`src/design/srtl_pkg.sv`:
```
// shared types and constants for the shuffled remap table lookup
// no dependencies
`timescale 1ns / 1ps
package srtl_pkg;
   localparam int TABLE_DEPTH_DEF = 256;
   localparam logic [1:0] KIND_LOAD = 2'd0;
   localparam logic [1:0] KIND_SHUFFLE = 2'd1;
   localparam logic [1:0] KIND_LOOKUP = 2'd2;
   localparam logic [1:0] KIND_NONE = 2'd3;
   localparam logic [1:0] REG_A_COUNT = 2'd0;
   localparam logic [1:0] REG_B_COUNT = 2'd1;
   localparam logic [1:0] REG_CLASS_MASK = 2'd2;
   localparam logic [1:0] REG_CARRY_MASK = 2'd3;

   typedef enum logic [3:0] {
      ST_IDLE, ST_LOAD, ST_SH_DIV, ST_SH_RD, ST_SH_WAIT, ST_SH_WR1, ST_SH_WR2,
      ST_LK_INIT, ST_LK_PROBE, ST_LK_WAIT, ST_LK_CMP, ST_RESP
   } state_type;

   typedef struct packed {
      logic capture;
      logic do_load;
      logic div_start;
      logic sh_read;
      logic sh_wr_cur;
      logic sh_wr_j;
      logic lk_init;
      logic lk_cmp;
      logic out_load;
   } cmd_type;

   typedef struct packed {
      logic kind_load;
      logic kind_shuffle;
      logic kind_lookup;
      logic sh_empty;
      logic div_busy;
      logic lk_done;
   } status_type;
endpackage

```
`src/design/srtl_ctrl.sv`:
```
// sequencer for load, shuffle and lookup words
// depends on srtl_pkg
`timescale 1ns / 1ps
module srtl_ctrl (
   input  logic                 clock,
   input  logic                 reset,
   input  logic                 req_tvalid,
   output logic                 req_tready,
   input  logic                 out_full,
   input  srtl_pkg::status_type st,
   output srtl_pkg::cmd_type    cmd
);
   srtl_pkg::state_type state_ff, state_in;

   always_ff @(posedge clock) begin
      if (reset) state_ff <= srtl_pkg::ST_IDLE;
      else state_ff <= state_in;
   end

   always_comb begin
      state_in = state_ff;
      unique case (state_ff)
         srtl_pkg::ST_IDLE: if (req_tvalid) state_in = srtl_pkg::ST_LOAD;
         srtl_pkg::ST_LOAD: begin
            priority if (st.kind_shuffle) begin
               state_in = st.sh_empty ? srtl_pkg::ST_RESP : srtl_pkg::ST_SH_DIV;
            end else if (st.kind_lookup) state_in = srtl_pkg::ST_LK_INIT;
            else state_in = srtl_pkg::ST_RESP;
         end
         srtl_pkg::ST_SH_DIV: if (!st.div_busy) state_in = srtl_pkg::ST_SH_RD;
         srtl_pkg::ST_SH_RD: state_in = srtl_pkg::ST_SH_WAIT;
         srtl_pkg::ST_SH_WAIT: state_in = srtl_pkg::ST_SH_WR1;
         srtl_pkg::ST_SH_WR1: state_in = srtl_pkg::ST_SH_WR2;
         srtl_pkg::ST_SH_WR2: state_in = srtl_pkg::ST_RESP;
         srtl_pkg::ST_LK_INIT: state_in = srtl_pkg::ST_LK_PROBE;
         srtl_pkg::ST_LK_PROBE: begin
            state_in = st.lk_done ? srtl_pkg::ST_RESP : srtl_pkg::ST_LK_WAIT;
         end
         srtl_pkg::ST_LK_WAIT: state_in = srtl_pkg::ST_LK_CMP;
         srtl_pkg::ST_LK_CMP: state_in = srtl_pkg::ST_LK_PROBE;
         srtl_pkg::ST_RESP: if (!out_full) state_in = srtl_pkg::ST_IDLE;
         default: state_in = srtl_pkg::ST_IDLE;
      endcase
   end

   always_comb begin
      cmd = '0;
      req_tready = 1'b0;
      unique case (state_ff)
         srtl_pkg::ST_IDLE: begin
            req_tready = 1'b1;
            cmd.capture = req_tvalid;
         end
         srtl_pkg::ST_LOAD: begin
            cmd.do_load = st.kind_load;
            cmd.div_start = st.kind_shuffle & ~st.sh_empty;
         end
         srtl_pkg::ST_SH_RD: cmd.sh_read = 1'b1;
         srtl_pkg::ST_SH_WR1: cmd.sh_wr_cur = 1'b1;
         srtl_pkg::ST_SH_WR2: cmd.sh_wr_j = 1'b1;
         srtl_pkg::ST_LK_INIT: cmd.lk_init = 1'b1;
         srtl_pkg::ST_LK_CMP: cmd.lk_cmp = 1'b1;
         srtl_pkg::ST_RESP: cmd.out_load = ~out_full;
         default: cmd = '0;
      endcase
   end
endmodule

```
`config.mk`:
```
export PLATFORM = sky130hd
export DESIGN_NAME = srtl_ctrl
export DESIGN_NICKNAME = d
export VERILOG_FILES = /design/src/design/srtl_pkg.sv /design/src/design/srtl_ctrl.sv
export SDC_FILE = /design/constraint.sdc
export NUM_CORES = 1
export LEC_CHECK = 0
export ABC_AREA = 1
export BUFFER_PORTS_ARGS = -buffer_cell sky130_fd_sc_hd__buf_2
export CORE_AREA = 2 2 39 41
export CTS_BUF_LIST = sky130_fd_sc_hd__clkbuf_4 sky130_fd_sc_hd__clkbuf_8 sky130_fd_sc_hd__clkbuf_16
export DETAILED_ROUTE_END_ITERATION = 10
export DIE_AREA = 0 0 41 43
export PLACE_DENSITY = 0.53
export SLEW_MARGIN = 20
export SYNTH_ARGS = -nofsm -noshare
export SYNTH_HDL_FRONTEND = slang
export SYNTH_SLANG_ARGS = --single-unit
```
`constraint.sdc`:
```
create_clock -name clock -period 1 [get_ports clock]
set_input_delay 0.05 -clock clock [delete_from_list [all_inputs] [get_ports clock]]
set_output_delay 0.05 -clock clock [all_outputs]
set_load 0.05 [all_outputs]
```
### Word level (Yosys, flattened, before mapping)

Cells that the tools add are included.
W data, S select, Z words.

| operators by class | value |
|---|---|
| order comparisons | 0 |
| equal/unequal tests | 14 |
| reductions and logical operators | 3 |
| $mul | 0 |
| div/mod/pow operators | 0 |
| bitwise gates (word level) | 3 |
| muxes and demuxes | 17 |
| shifts and indexed selects | 0 |
| add/sub/neg operators | 0 |

Operator list:

| operator | count |
|---|---|
| $pmux W4 S11 | 1 |
| $mux W4 | 6 |
| $eq A4 B3 Y1 const B | 4 |
| $eq A4 B4 Y1 const B | 4 |
| $eq A4 B2 Y1 const B | 2 |
| $mux W1 | 8 |
| $ne A2 B2 Y1 const B | 3 |
| $eq A4 B1 Y1 const B | 1 |
| $logic_not A4 Y1 | 1 |
| $mux W2 | 2 |
| $reduce_and A3 Y1 | 1 |
| $not A1 Y1 | 2 |
| $reduce_or A2 Y1 | 1 |
| $and A1 B1 Y1 | 1 |

| storage, ports and cells | value |
|---|---|
| memory bits (read-only) | 0 |
| latch bits | 0 |
| memories | 0 |
| memory bits (writable) | 0 |
| logic and storage cells | 38 |
| input port bits | 10 |
| register bits | 4 |

### Longest topological paths before layout

Gate-level depths: netlist of run 1.

| depth | value |
|---|---|
| depth in word-level cells | 3 |
| mapped depth | 8 |
| depth with buffers taken out | 8 |

### Worst setup path before layout of run 1

No wires, ideal clock.

| timing | value |
|---|---|
| path kind | register -> output |
| from | register state_ff[0] |
| to | output port cmd[0] (netlist bit) |
| cell stages (with the launch flop) | 3 |
| setup slack | -608 ps |
| arrival | 1,558 ps |
| path through | dfxtp_1 -> nand2_1 -> nor3_1 |

RTL lines:

| item | RTL line | source |
|---|---|---|
| from (decl) | srtl_ctrl.sv:13 | `srtl_pkg::state_type state_ff, state_in;` |
| from (signal assigned) | srtl_ctrl.sv:16 | `if (reset) state_ff <= srtl_pkg::ST_IDLE;` |
| from (signal assigned) | srtl_ctrl.sv:17 | `else state_ff <= state_in;` |
| to (decl) | srtl_ctrl.sv:11 | `output srtl_pkg::cmd_type cmd` |

==> results of run 1 <==
how the worst max path moves through the flow:
stage	slack (ps)	cells after the start	to	from
floorplan	-210	2	cmd[4]	state_ff[2]$_SDFFE_PP0P_
global placement	-120	5	cmd[7]	state_ff[0]$_SDFFE_PP0P_
detailed placement	-130	5	cmd[7]	state_ff[0]$_SDFFE_PP0P_
CTS	-170	4	cmd[5]	state_ff[3]$_SDFFE_PP0P_
global route	-250	4	cmd[5]	state_ff[2]$_SDFFE_PP0P_
finish	-200	4	cmd[5]	state_ff[2]$_SDFFE_PP0P_
synth_stat cells:
cell type                 instances
sky130_fd_sc_hd__a21oi_1          3
sky130_fd_sc_hd__a31oi_1          1
sky130_fd_sc_hd__dfxtp_1          4
sky130_fd_sc_hd__inv_1           18
sky130_fd_sc_hd__nand2_1         16
sky130_fd_sc_hd__nand3_1          9
sky130_fd_sc_hd__nor2_1          14
sky130_fd_sc_hd__nor2_2           1
sky130_fd_sc_hd__nor3_1           1
sky130_fd_sc_hd__o21ai_0          1
through the flow:
| step | worst slack [ps] | utilization, % | cell area [sq um] | power [W] | instances |
|---|---|---|---|---|---|
| finish | -198.2 | 57.23 | 792.0 | 0.002609 | 115 |
| global route | -248.3 | 57.23 | 792.0 | 0.002790 | 115 |
| CTS | -174.5 | 50.99 | 705.7 | 0.002326 | 114 |
| detailed placement | -126.1 | 38.16 | 528.0 | 0.001596 | 107 |
| global placement | -119.4 | 38.16 | 528.0 | 0.001600 | 107 |
| floorplan | -210.2 | - | 382.9 | 0.001269 | 68 |
layer usage:
layer / GRT usage (%) / up-vias
li1: - / 266
met1: 20.39 / 222
met2: 22.81 / 14
met3: 4.712 / 0
met4: 2.000 / 0
met5: 0 / -
power by group through the flow:
stage | Sequential, W | Combinational [W] | Clock, W
2_1_floorplan | 0.000291 | 0.000979 | 0
3_3_place_gp | 0.000309 | 0.00129 | 0
3_5_place_dp | 0.000307 | 0.00129 | 0
4_1_cts | 0.000405 | 0.00172 | 0.000201
5_1_grt | 0.000465 | 0.00211 | 0.000214
6_report | 0.000449 | 0.00196 | 0.000195
timing repair:
action,4_1_cts,5_1_grt
setup buffers,4,1
endpoints found under the setup margin,14,14
gates resized for setup,46,21
pin swaps,5,8
gates cloned,0,0
cell families after synthesis:
kind of cell | count (synthesis) | synth area share (%)
buffers and inverters | 18 | 19.71
DFF | 4 | 23.36
AOI/OAI and AO/OA | 5 | 7.663
and+or+nand+nor | 41 | 49.27
cell usage in the layout, fill, tap and decap left out:
cell,instances
sky130_fd_sc_hd__buf_4,5
sky130_fd_sc_hd__nor2_2,2
sky130_fd_sc_hd__inv_2,3
sky130_fd_sc_hd__inv_1,12
sky130_fd_sc_hd__a21oi_2,2
sky130_fd_sc_hd__buf_6,14
sky130_fd_sc_hd__nor2_1,4
sky130_fd_sc_hd__dfxtp_4,4
sky130_fd_sc_hd__nand2_2,3
sky130_fd_sc_hd__nor2_4,9
sky130_fd_sc_hd__nand3_2,5
sky130_fd_sc_hd__nor3_4,1
sky130_fd_sc_hd__a21oi_1,1
sky130_fd_sc_hd__clkbuf_4,3
sky130_fd_sc_hd__nand2_4,3
sky130_fd_sc_hd__buf_2,9
sky130_fd_sc_hd__o21ai_0,1
sky130_fd_sc_hd__inv_4,3
sky130_fd_sc_hd__nand2_1,10
sky130_fd_sc_hd__a31oi_1,1
sky130_fd_sc_hd__nand3_1,4
final cells by class:
cell class	instances	area, sq um	share of cell area, %
well taps	16	20.02	2.528
repair buffers	28	240.2	30.33
inverters	18	75.07	9.479
multi-input cells	46	339.1	42.81
clock buffers	3	22.52	2.844
flip-flops and latches	4	95.09	12.01
==> results by group, run 1 <==
Routing
  – Routed wirelength normalized by instance count: 9.826 um
  – Count of unresolved DRC violations after routing: 0
  – Wl on met1: 497 um
  – Routed vias: 502
  – DRT Wirelength: 1.130 mm
  – Initial detailed-routing violation count: 5
  – Max layer used: met3
  – Met3 routed WL: 54 um
  – Routed met2 length: 578 um
  – First-pass detailed-route iteration total: 3
  – Final antenna-violating net count: 0
  – Number of vias per cell: 4.365

Worst hold path
  – Cells on Worst Hold Path: 2
  – Kind of path behind the tightest hold check: input pin to flip-flop
  – Launch instance of the worst min-delay path: reset
  – WHS Endpoint: state_ff[2]$_SDFFE_PP0P_

Synth
  – Count of warnings emitted by yosys: 0
  – Fraction of post-synthesis cell area in the top cell type by area: 23.36%
  – Post-Synthesis Net Count: 78
  – Netlist cell types: 10
  – Yosys reg bits: 4
  – Synthesized instance count: 68
  – Synth Area per Inst: 5.042 sq um
  – Share of synthesized area occupied by flip-flops and latches: 23.36%
  – Cell type with the largest total area after synthesis: sky130_fd_sc_hd__dfxtp_1
  – Ranking of synthesized cells by area: sky130_fd_sc_hd__dfxtp_1, sky130_fd_sc_hd__inv_1, sky130_fd_sc_hd__nand2_1, sky130_fd_sc_hd__nor2_1, sky130_fd_sc_hd__nand3_1
  – Total standard cell area after synthesis: 342.8 sq um

Power and ir drop
  – Proportion of power drawn by flip-flops and latches: 17.2%
  – Maximum vdd drop: 1575 uV
  – Clk pwr share: 7.5%
  – Gate power share: 75.3%
  – Net Switching: 0.001374 W
  – Leak pwr: 0.4201 nW
  – Internal power: 0.001234 W
  – Sw frac: 52.69%
  – Power per standard cell area: 3294 nW/um^2

Cells and area
  – Regs by FF count: state_ff: 4 flops
  – Antenna cell count: 0
  – Final-stage net count: 111
  – Post-synthesis to final-layout area growth: 131.0%
  – Share of cells above drive strength 1: 66.67%
  – Fillcell total: 129
  – Largest Register: state_ff
  – Number of flip-flops under the largest register name: 4

Clock network
  – Deepest clock path buffer count: 2
  – Clock Tree Root: sky130_fd_sc_hd__clkbuf_4
  – Clock transition at the registers of the reported paths: 40 ps
  – Post-cts hold buffer count: 0
  – TritonCTS clock tree: yes
  – Number of CTS-inserted buffers: 3
  – Count of H-tree levels built during CTS: 1
  – CTS sink count: 4
  – Insertion delay to the later sink of the worst-skew pair: 230 ps

STA
  – Final count of hold timing violations: 0
  – Final hold slack: 20.92 ps
  – Pins Over Slew Limit: 0
  – Transition time at the pin with the least slew margin: 221.4 ps
  – Setup skew after layout: 4.363 ps
  – Achievable clock frequency: 834.6 MHz
  – Time the final worst path needs with I/O delays and setup: 1198 ps
  – Relative slew slack: 85.08%
  – Post-route setup slack: -198.2 ps
  – Setup Total Neg Slack: -2080 ps
  – Part of the cycle the worst path needs: 119.8%
  – Unrepaired setup endpoints after global routing: yes
  – Final count of negative-setup-slack endpoints: 14

Floorplanning
  – Die height: 43 um
  – Floorplan core area: 1384 sq um
  – IO Pins: 20
  – Starting density of the core: 24.77%
  – Horizontal die dimension: 41 um
  – Core Rows: 14
  – Die Outline Area: 1763 sq um

Setup path
  – Maximum fanout along the worst path: 5
  – Startpoint type of the worst setup path: flip-flop
  – Flop-to-flop setup slack: -160 ps
  – Critical Path End Type: output pin
  – Critical Setup Path Class: flip-flop to output pin
  – Worst R2R Path Depth: 7
  – CP peak stage delay: 360 ps
  – Worst flop-to-flop path endpoint: state_ff[0]$_SDFFE_PP0P_
  – Number of buffers and inverters on the critical path: 2
  – Crit-path slowest cell: sky130_fd_sc_hd__dfxtp_4
  – Crit path required time: 950 ps
  – Critical Path AT: 1150 ps
  – CP delay by family, top: flip-flops
  – Cells traversed along the worst timing path: nor2_4, nand2_1, inv_1, buf_6
  – Beginning of the worst register-to-register path: state_ff[2]$_SDFFE_PP0P_

Global route
  – Vias in the first global route: 457
  – Wire length of the first global-routing pass: 1.842 mm
  – Largest net degree at the start of global routing: 6
  – Number of antenna violations at the first check in global routing: 0
  – GRT Total Usage: 14.89%
  – GR Overflow Total: 0

Flow run
  – MaxCap Viol Count: 0

Placement
  – IO buf count: 19
  – Placer's final routability congestion estimate: 0.6905
  – Detailed-placement wirelength estimate: 751.3 um

Run status
  – Status: complete, but fails checks
  – Violations in the final reports: setup timing
Power figures use the tool's default switching activity.
==> inputs of run 2 (changes only) <==
--- a/config.mk
+++ b/config.mk
@@ -5,13 +5,12 @@
 export SDC_FILE = /design/constraint.sdc
 export NUM_CORES = 1
 export LEC_CHECK = 0
-export ABC_AREA = 1
 export BUFFER_PORTS_ARGS = -buffer_cell sky130_fd_sc_hd__buf_2
 export CORE_AREA = 2 2 39 41
 export CTS_BUF_LIST = sky130_fd_sc_hd__clkbuf_4 sky130_fd_sc_hd__clkbuf_8 sky130_fd_sc_hd__clkbuf_16
 export DETAILED_ROUTE_END_ITERATION = 10
 export DIE_AREA = 0 0 41 43
-export PLACE_DENSITY = 0.53
+export PLACE_DENSITY = 0.55
 export SLEW_MARGIN = 20
 export SYNTH_ARGS = -nofsm -noshare
 export SYNTH_HDL_FRONTEND = slang
==> run 2 against run 1 <==
The flow still finishes with violations (setup timing). Combinational power rose by 44%. Register-to-register slack worse by 100 ps. Sequential power is 5.1% higher. Synthesized cell count down 24%. First-iteration DRC count fell by 20%. Fmax down 8.4%. Power is 34% higher. Die area unchanged. Clock power grew 3%. Sequential share of layout area down 2.8 points. Critical path type unchanged. Largest power group unchanged.
==> results by group, run 2 <==
Run status
  – Status: complete, but fails checks (unchanged)
  – Violations in the final reports: setup timing (unchanged)

Synth
  – Count of warnings emitted by yosys: 0 (unchanged)
  – Most instantiated cells after synthesis: sky130_fd_sc_hd__nor2_1, sky130_fd_sc_hd__nand2_1, sky130_fd_sc_hd__a21oi_1, sky130_fd_sc_hd__dfxtp_1 (was sky130_fd_sc_hd__inv_1, sky130_fd_sc_hd__nand2_1, sky130_fd_sc_hd__nor2_1)
  – Most frequently used cell type in the post-synthesis netlist: sky130_fd_sc_hd__nor2_1 (was sky130_fd_sc_hd__inv_1)
  – Synth Area per Inst: 7.122 sq um (was 5.042 sq um)
  – Share of synthesized area occupied by flip-flops and latches: 21.62% (was 23.36%)
  – Asr flop ratio synth: 0% (unchanged)
  – Cell type with the largest total area after synthesis: sky130_fd_sc_hd__dfxtp_1 (unchanged)
  – EDFF count, synth: 0 (unchanged)
  – Netlist cell types: 27 (was 10)
  – Fraction of post-synthesis cell area in the top cell type by area: 21.62% (was 23.36%)
  – Synthesized instance count: 52 (was 68)
  – Total standard cell area after synthesis: 370.4 sq um (was 342.8 sq um)
  – Post-Synthesis Net Count: 62 (was 78)
  – Post-synth top flop: sky130_fd_sc_hd__dfxtp_1 (unchanged)
  – Yosys reg bits: 4 (unchanged)
  – Ranking of synthesized cells by area: sky130_fd_sc_hd__dfxtp_1, sky130_fd_sc_hd__nor2_1, sky130_fd_sc_hd__buf_6, sky130_fd_sc_hd__a21oi_1, sky130_fd_sc_hd__nand2_1 (was sky130_fd_sc_hd__dfxtp_1, sky130_fd_sc_hd__inv_1, sky130_fd_sc_hd__nand2_1, sky130_fd_sc_hd__nor2_1, sky130_fd_sc_hd__nand3_1)

STA
  – Time the final worst path needs with I/O delays and setup: 1308 ps (was 1198 ps)
  – Pins Over Slew Limit: 0 (unchanged)
  – Achievable clock frequency: 764.3 MHz (was 834.6 MHz)
  – Transition time at the pin with the least slew margin: 235.1 ps (was 221.4 ps)
  – Final count of negative-setup-slack endpoints: 13 (was 14)
  – Post-route setup slack: -308.4 ps (was -198.2 ps)
  – Unrepaired setup endpoints after global routing: yes (unchanged)
  – Part of the cycle the worst path needs: 130.8% (was 119.8%)
  – Final count of hold timing violations: 0 (unchanged)
  – Setup skew after layout: 0.4280 ps (was 4.363 ps)
  – Relative slew slack: 84.21% (was 85.08%)

Global route
  – Vias in the first global route: 596 (was 457)
  – Largest net degree at the start of global routing: 8 (was 6)
  – GRT Total Usage: 20.60% (was 14.89%)
  – Number of antenna violations at the first check in global routing: 0 (unchanged)
  – GR Overflow Total: 0 (unchanged)
  – Wire length of the first global-routing pass: 2.463 mm (was 1.842 mm)

Cells and area
  – Final-stage net count: 107 (was 111)
  – Regs by FF count: state_ff: 4 flops (unchanged)
  – Fillcell total: 100 (was 129)
  – Largest Register: state_ff (unchanged)
  – Most frequent cells in the layout: sky130_fd_sc_hd__buf_6, sky130_fd_sc_hd__buf_4, sky130_fd_sc_hd__buf_2, sky130_fd_sc_hd__nor2_4, sky130_fd_sc_hd__buf_8 (was sky130_fd_sc_hd__buf_6, sky130_fd_sc_hd__inv_1, sky130_fd_sc_hd__nand2_1, sky130_fd_sc_hd__nor2_4, sky130_fd_sc_hd__buf_2)
  – Antenna cell count: 0 (unchanged)
  – Post-synthesis to final-layout area growth: 177.7% (was 131.0%)
  – Post-layout utilization of the core: 74.32% (was 57.23%)
  – Most frequent standard cell in the layout excluding fill and tap cells: sky130_fd_sc_hd__buf_6 (unchanged)
  – Number of flip-flops under the largest register name: 4 (unchanged)
  – Final Instance Area: 1028 sq um (was 792.0 sq um)
  – Share of cells above drive strength 1: 87.37% (was 66.67%)

Setup path
  – Critical Path End Type: output pin (unchanged)
  – Maximum fanout along the worst path: 7 (was 5)
  – Flop-to-flop setup slack: -260 ps (was -160 ps)
  – Beginning of the worst register-to-register path: state_ff[0]$_SDFFE_PP0P_ (was state_ff[2]$_SDFFE_PP0P_)
  – Worst R2R Path Depth: 6 (was 7)
  – Startpoint type of the worst setup path: flip-flop (unchanged)
  – CP peak stage delay: 370 ps (was 360 ps)
  – Critical Path AT: 1260 ps (was 1150 ps)
  – Cells traversed along the worst timing path: nand2b_4, nor4_4, buf_6 (was nor2_4, nand2_1, inv_1, buf_6)
  – Crit path required time: 950 ps (about the same)
  – Crit-path slowest cell: sky130_fd_sc_hd__dfxtp_4 (unchanged)
  – Worst flop-to-flop path endpoint: state_ff[1]$_SDFFE_PP0P_ (was state_ff[0]$_SDFFE_PP0P_)
  – Critical Setup Path Class: flip-flop to output pin (unchanged)

Placement
  – Detailed-placement wirelength estimate: 897.3 um (was 751.3 um)
  – Placement-stage worst setup slack: -207.3 ps (was -126.1 ps)
  – IO buf count: 19 (unchanged)
  – Placed cell area: 664.4 sq um (was 528.0 sq um)
  – Placer's final routability congestion estimate: 0.7910 (was 0.6905)

Clock network
  – Number of CTS-inserted buffers: 3 (unchanged)
  – Count of H-tree levels built during CTS: 1 (unchanged)
  – Clock transition at the registers of the reported paths: 40 ps (about the same)
  – Insertion delay to the later sink of the worst-skew pair: 230 ps (about the same)
  – Deepest clock path buffer count: 2 (unchanged)
  – CTS sink count: 4 (unchanged)
  – Post-cts hold buffer count: 0 (unchanged)
  – Clock Tree Root: sky130_fd_sc_hd__clkbuf_4 (unchanged)
  – TritonCTS clock tree: yes (unchanged)

Routing
  – First-pass detailed-route iteration total: 4 (was 3)
  – Initial detailed-routing violation count: 4 (was 5)
  – Routed wirelength normalized by instance count: 14.68 um (was 9.826 um)
  – Number of vias per cell: 5.396 (was 4.365)
  – DRT Wirelength: 1.630 mm (was 1.130 mm)
  – Count of unresolved DRC violations after routing: 0 (unchanged)
  – Final antenna-violating net count: 0 (unchanged)
  – Routed vias: 599 (was 502)

Worst hold path
  – Cells on Worst Hold Path: 2 (unchanged)
  – Launch instance of the worst min-delay path: reset (unchanged)
  – WHS Endpoint: state_ff[3]$_SDFFE_PP0P_ (was state_ff[2]$_SDFFE_PP0P_)
  – Kind of path behind the tightest hold check: input pin to flip-flop (unchanged)

Floorplanning
  – Die Outline Area: 1763 sq um (unchanged)
  – IO Pins: 20 (unchanged)
  – Starting density of the core: 26.76% (was 24.77%)
  – Die height: 43 um (unchanged)
  – Core Rows: 14 (unchanged)
  – Horizontal die dimension: 41 um (unchanged)
  – Floorplan core area: 1384 sq um (unchanged)

Power and ir drop
  – Overall power: 0.003499 W (was 0.002609 W)
  – Maximum vdd drop: 2099 uV (was 1575 uV)
  – Power per standard cell area: 3402 nW/um^2 (was 3294 nW/um^2)
  – Leak pwr: 0.4059 nW (was 0.4201 nW)

Flow run
  – MaxCap Viol Count: 0 (unchanged)
==> run 2: cell count changes after synthesis, moves of 3 or more <==
| cell | change |
|---|---|
| sky130_fd_sc_hd__inv_1 | -16 |
| sky130_fd_sc_hd__nand2_1 | -11 |
| sky130_fd_sc_hd__nand2b_1 | +3 |
| sky130_fd_sc_hd__nand3_1 | -8 |
| sky130_fd_sc_hd__nor2_1 | -7 |
==> run 2: cell families (layout without fill, tap and decap cells) <==
logic type | count (synthesis) | count (layout) | synth area share, %
AOI/OAI and AO/OA | 14 | 14 | 26.35
DFF | 4 | 4 | 21.62
and+or+nand+nor | 26 | 26 | 39.19
buffers and inverters | 8 | 51 | 12.84
==> run 2: repair_timing <==
| action | in CTS | in global routing |
|---|---|---|
| endpoints found under the setup margin | 14 | 14 |
| resized for setup | 46 | 22 |
| pin swaps | 10 | 4 |
| buffers inserted | 10 | 4 |
==> run 2: worst max-delay path by stage <==
stage	startpoint	endpoint	slack, ps	cells past startpoint
global placement	state_ff[1]$_SDFFE_PP0P_	cmd[7]	-190	4
finish	state_ff[3]$_SDFFE_PP0P_	cmd[6]	-310	3
global route	state_ff[3]$_SDFFE_PP0P_	cmd[6]	-350	3
CTS	state_ff[0]$_SDFFE_PP0P_	cmd[8]	-290	3
detailed placement	state_ff[1]$_SDFFE_PP0P_	cmd[7]	-210	4
floorplan	state_ff[2]$_SDFFE_PP0P_	cmd[8]	-550	3
==> run 2: report_power, final <==
part | switching (W) | leakage [nW] | total [W] | internal, W
logic | 0.00141 | 0.357 | 0.00283 | 0.00142
clock network | 0.0000657 | 0.0138 | 0.000200 | 0.000134
registers | 0.000196 | 0.0356 | 0.000472 | 0.000276
total | 0.00167 | 0.406 | 0.00350 | 0.00183
==> run 2: critical path, delay by kind of cell, from the launching register on <==
kind                   cells  cell delay [ps]
flip-flops                 1              370
AND/OR/NAND/NOR            2              450
buffers and inverters      1              200
==> run 2: cell type report <==
cell class | instances | area [sq um] | share of cell area (%)
Multi-Input combinational cell | 40 | 444.2 | 43.19
Timing Repair Buffer | 44 | 429.2 | 41.73
Sequential cell | 4 | 95.09 | 9.246
Clock buffer | 3 | 22.52 | 2.190
Tap cell | 16 | 20.02 | 1.946
Inverter | 4 | 17.52 | 1.703
==> run 2: through the flow <==
stage	instances	hold WS [ps]	setup TNS, ps
global placement	95	263.6	-1992
finish	111	62.46	-2948
detailed placement	95	262.2	-2134
global route	111	59.75	-3632
CTS	108	19.86	-2803
floorplan	52	109.4	-1714
==> run 2: routing by layer <==
metal | wire (um) | vias up | GRT usage (%)
li1 | - | 277 | -
met1 | 547 | 286 | 22.58
met2 | 925 | 28 | 31.87
met3 | 90 | 8 | 5.759
met4 | 67 | 0 | 14.67
met5 | 0 | - | 0
==> inputs of run 3 (changes only) <==
--- a/config.mk
+++ b/config.mk
@@ -5,12 +5,12 @@
 export SDC_FILE = /design/constraint.sdc
 export NUM_CORES = 1
 export LEC_CHECK = 0
-export BUFFER_PORTS_ARGS = -buffer_cell sky130_fd_sc_hd__buf_2
 export CORE_AREA = 2 2 39 41
 export CTS_BUF_LIST = sky130_fd_sc_hd__clkbuf_4 sky130_fd_sc_hd__clkbuf_8 sky130_fd_sc_hd__clkbuf_16
 export DETAILED_ROUTE_END_ITERATION = 10
 export DIE_AREA = 0 0 41 43
-export PLACE_DENSITY = 0.55
+export DONT_BUFFER_PORTS = 1
+export PLACE_DENSITY = 0.52
 export SLEW_MARGIN = 20
 export SYNTH_ARGS = -nofsm -noshare
 export SYNTH_HDL_FRONTEND = slang
==> run 3 against run 2 <==
The flow still finishes with violations (setup timing). Register-to-register slack gained 100 ps. Final cell count shrank 18%. Utilization shrank 14 points. Clock skew grew 0.75 ps. Final area shrank 19%. Combinational power shrank 27%. Critical path type unchanged.
==> results by group, run 3 (synthesized netlist as in run 2, its figures left out) <==
Placement
  – Placed cell area: 689.4 sq um (was 664.4 sq um)
  – Placed insts: 82 (was 95)
  – Placement-stage worst setup slack: -257.9 ps (was -207.3 ps)
  – IO buf count: 0 (was 19)
  – Placer's final routability congestion estimate: 0.9276 (was 0.7910)
  – Detailed-placement wirelength estimate: 914.2 um (was 897.3 um)

Flow run
  – MaxCap Viol Count: 0 (unchanged)

STA
  – Final count of hold timing violations: 0 (unchanged)
  – Post-route setup slack: -315.0 ps (was -308.4 ps)
  – Setup Total Neg Slack: -2729 ps (was -2948 ps)
  – Transition time at the pin with the least slew margin: 279.3 ps (was 235.1 ps)
  – Setup skew after layout: 1.175 ps (was 0.4280 ps)
  – Part of the cycle the worst path needs: 131.5% (was 130.8%)
  – Time the final worst path needs with I/O delays and setup: 1315 ps (was 1308 ps)
  – Achievable clock frequency: 760.5 MHz (was 764.3 MHz)
  – Final count of negative-setup-slack endpoints: 13 (unchanged)
  – Unrepaired setup endpoints after global routing: yes (unchanged)
  – Final hold slack: 13.91 ps (was 62.46 ps)
  – Relative slew slack: 81.38% (was 84.21%)
  – Pins Over Slew Limit: 0 (unchanged)

Routing
  – First-pass detailed-route iteration total: 4 (unchanged)
  – Routed wirelength normalized by instance count: 14.77 um (was 14.68 um)
  – Initial detailed-routing violation count: 5 (was 4)
  – Count of unresolved DRC violations after routing: 0 (unchanged)
  – Routed vias: 482 (was 599)
  – DRT Wirelength: 1.344 mm (was 1.630 mm)
  – Final antenna-violating net count: 0 (unchanged)
  – Number of vias per cell: 5.297 (was 5.396)

Clock network
  – Count of H-tree levels built during CTS: 1 (unchanged)
  – TritonCTS clock tree: yes (unchanged)
  – CTS sink count: 4 (unchanged)
  – Clock Tree Root: sky130_fd_sc_hd__clkbuf_4 (unchanged)
  – Deepest clock path buffer count: 2 (unchanged)
  – Number of CTS-inserted buffers: 3 (unchanged)
  – Clock transition at the registers of the reported paths: 40 ps (about the same)
  – Insertion delay to the later sink of the worst-skew pair: 240 ps (was 230 ps)

Power and ir drop
  – Power per standard cell area: 3350 nW/um^2 (was 3402 nW/um^2)
  – Leak pwr: 0.3040 nW (was 0.4059 nW)
  – Maximum vdd drop: 1410 uV (was 2099 uV)

Global route
  – Largest net degree at the start of global routing: 9 (was 8)
  – Number of antenna violations at the first check in global routing: 0 (unchanged)
  – GRT Total Usage: 18.03% (was 20.60%)
  – Vias in the first global route: 480 (was 596)
  – Wire length of the first global-routing pass: 2.145 mm (was 2.463 mm)
  – GR Overflow Total: 0 (unchanged)

Cells and area
  – Antenna cell count: 0 (unchanged)
  – Final Instance Area: 837.1 sq um (was 1028 sq um)
  – Largest Register: state_ff (unchanged)
  – Regs by FF count: state_ff: 4 flops (unchanged)
  – Final-stage net count: 87 (was 107)
  – Number of flip-flops under the largest register name: 4 (unchanged)
  – Most frequent cells in the layout: sky130_fd_sc_hd__buf_4, sky130_fd_sc_hd__buf_12, sky130_fd_sc_hd__nand2_1, sky130_fd_sc_hd__nor2_4, sky130_fd_sc_hd__dfxtp_4 (was sky130_fd_sc_hd__buf_6, sky130_fd_sc_hd__buf_4, sky130_fd_sc_hd__buf_2, sky130_fd_sc_hd__nor2_4, sky130_fd_sc_hd__buf_8)
  – Post-synthesis to final-layout area growth: 126.0% (was 177.7%)
  – Fillcell total: 119 (was 100)
  – Share of cells above drive strength 1: 70.67% (was 87.37%)
  – Count of non-filler cells in the finished layout: 91 (was 111)
  – Most frequent standard cell in the layout excluding fill and tap cells: sky130_fd_sc_hd__buf_4 (was sky130_fd_sc_hd__buf_6)

Worst hold path
  – Cells on Worst Hold Path: 2 (unchanged)
  – Kind of path behind the tightest hold check: input pin to flip-flop (unchanged)
  – Launch instance of the worst min-delay path: reset (unchanged)
  – WHS Endpoint: state_ff[0]$_SDFFE_PP0P_ (was state_ff[3]$_SDFFE_PP0P_)

Floorplanning
  – Die Outline Area: 1763 sq um (unchanged)
  – Starting density of the core: 26.76% (unchanged)
  – Floorplan core area: 1384 sq um (unchanged)
  – Die height: 43 um (unchanged)
  – Core Rows: 14 (unchanged)
  – IO Pins: 20 (unchanged)
  – Horizontal die dimension: 41 um (unchanged)

Run status
  – Violations in the final reports: setup timing (unchanged)
  – Status: complete, but fails checks (unchanged)

Setup path
  – Beginning of the worst register-to-register path: state_ff[2]$_SDFFE_PP0P_ (was state_ff[0]$_SDFFE_PP0P_)
  – Startpoint type of the worst setup path: flip-flop (unchanged)
  – Maximum fanout along the worst path: 7 (unchanged)
  – Critical Path End Type: output pin (unchanged)
  – Critical Setup Path Class: flip-flop to output pin (unchanged)
  – Critical Path AT: 1260 ps (about the same)
  – Flop-to-flop setup slack: -160 ps (was -260 ps)
  – Crit path required time: 950 ps (about the same)
  – Worst flop-to-flop path endpoint: state_ff[0]$_SDFFE_PP0P_ (was state_ff[1]$_SDFFE_PP0P_)
  – Worst R2R Path Depth: 4 (was 6)
-- run 3: layout make-up --
class                      instances  area (sq um)  area share [%]
clock buffer                       3         22.52           2.691
inverter                           4         17.52           2.093
multi-input combinational         40         392.9           46.94
sequential                         4         95.09           11.36
tap                               16         20.02           2.392
timing repair buffer              24         289.0           34.53
-- run 3: worst max-delay path by stage --
stage	start	to	slack [ps]
3_5_place_dp	state_ff[1]$_SDFFE_PP0P_	state_ff[0]$_SDFFE_PP0P_	-260
4_1_cts	state_ff[3]$_SDFFE_PP0P_	cmd[6]	-320
5_1_grt	state_ff[2]$_SDFFE_PP0P_	cmd[6]	-360
3_3_place_gp	state_ff[1]$_SDFFE_PP0P_	state_ff[0]$_SDFFE_PP0P_	-210
2_1_floorplan	state_ff[2]$_SDFFE_PP0P_	cmd[8]	-550
6_report	state_ff[2]$_SDFFE_PP0P_	cmd[6]	-310
-- run 3: per-stage QoR --
step | total power [W] | util, %
final | 0.002804 | 60.49
after global routing | 0.002968 | 60.49
after CTS | 0.002533 | 55.61
after detailed placement | 0.002147 | 49.82
after global placement | 0.002143 | 49.82
after floorplan | 0.001722 | -
-- run 3: what timing repair did --
| item | CTS | global route |
|---|---|---|
| hold buffers | 1 | 0 |
| hold endpoints to repair | 3 | 0 |
| gates resized for setup | 9 | 11 |
| endpoints found under the setup margin | 14 | 14 |
| pin swaps | 6 | 7 |
| setup buffers | 3 | 2 |
-- run 3: metal layers --
layer | up-vias | part of all wire (%) | track usage (%) | routed length [um]
li1 | 238 | - | - | -
met3 | 5 | 4.5 | 4.188 | 61
met4 | 0 | 2.0 | 9.333 | 27
met2 | 11 | 54 | 25.94 | 724
met5 | - | 0 | 0 | 0
met1 | 228 | 39 | 24.03 | 530
-- run 3: power breakdown --
| part | internal [W] | leakage [nW] | switching [W] |
|---|---|---|---|
| Clock | 0.000135 | 0.0138 | 0.0000796 |
| Combinational | 0.000973 | 0.255 | 0.00111 |
| Sequential | 0.000277 | 0.0356 | 0.000230 |
-- run 3: critical path: stages (launching register included) --
cell                      delay, ps
sky130_fd_sc_hd__dfxtp_4        380
sky130_fd_sc_hd__buf_4          170
sky130_fd_sc_hd__nor4_4         300
sky130_fd_sc_hd__buf_12         180
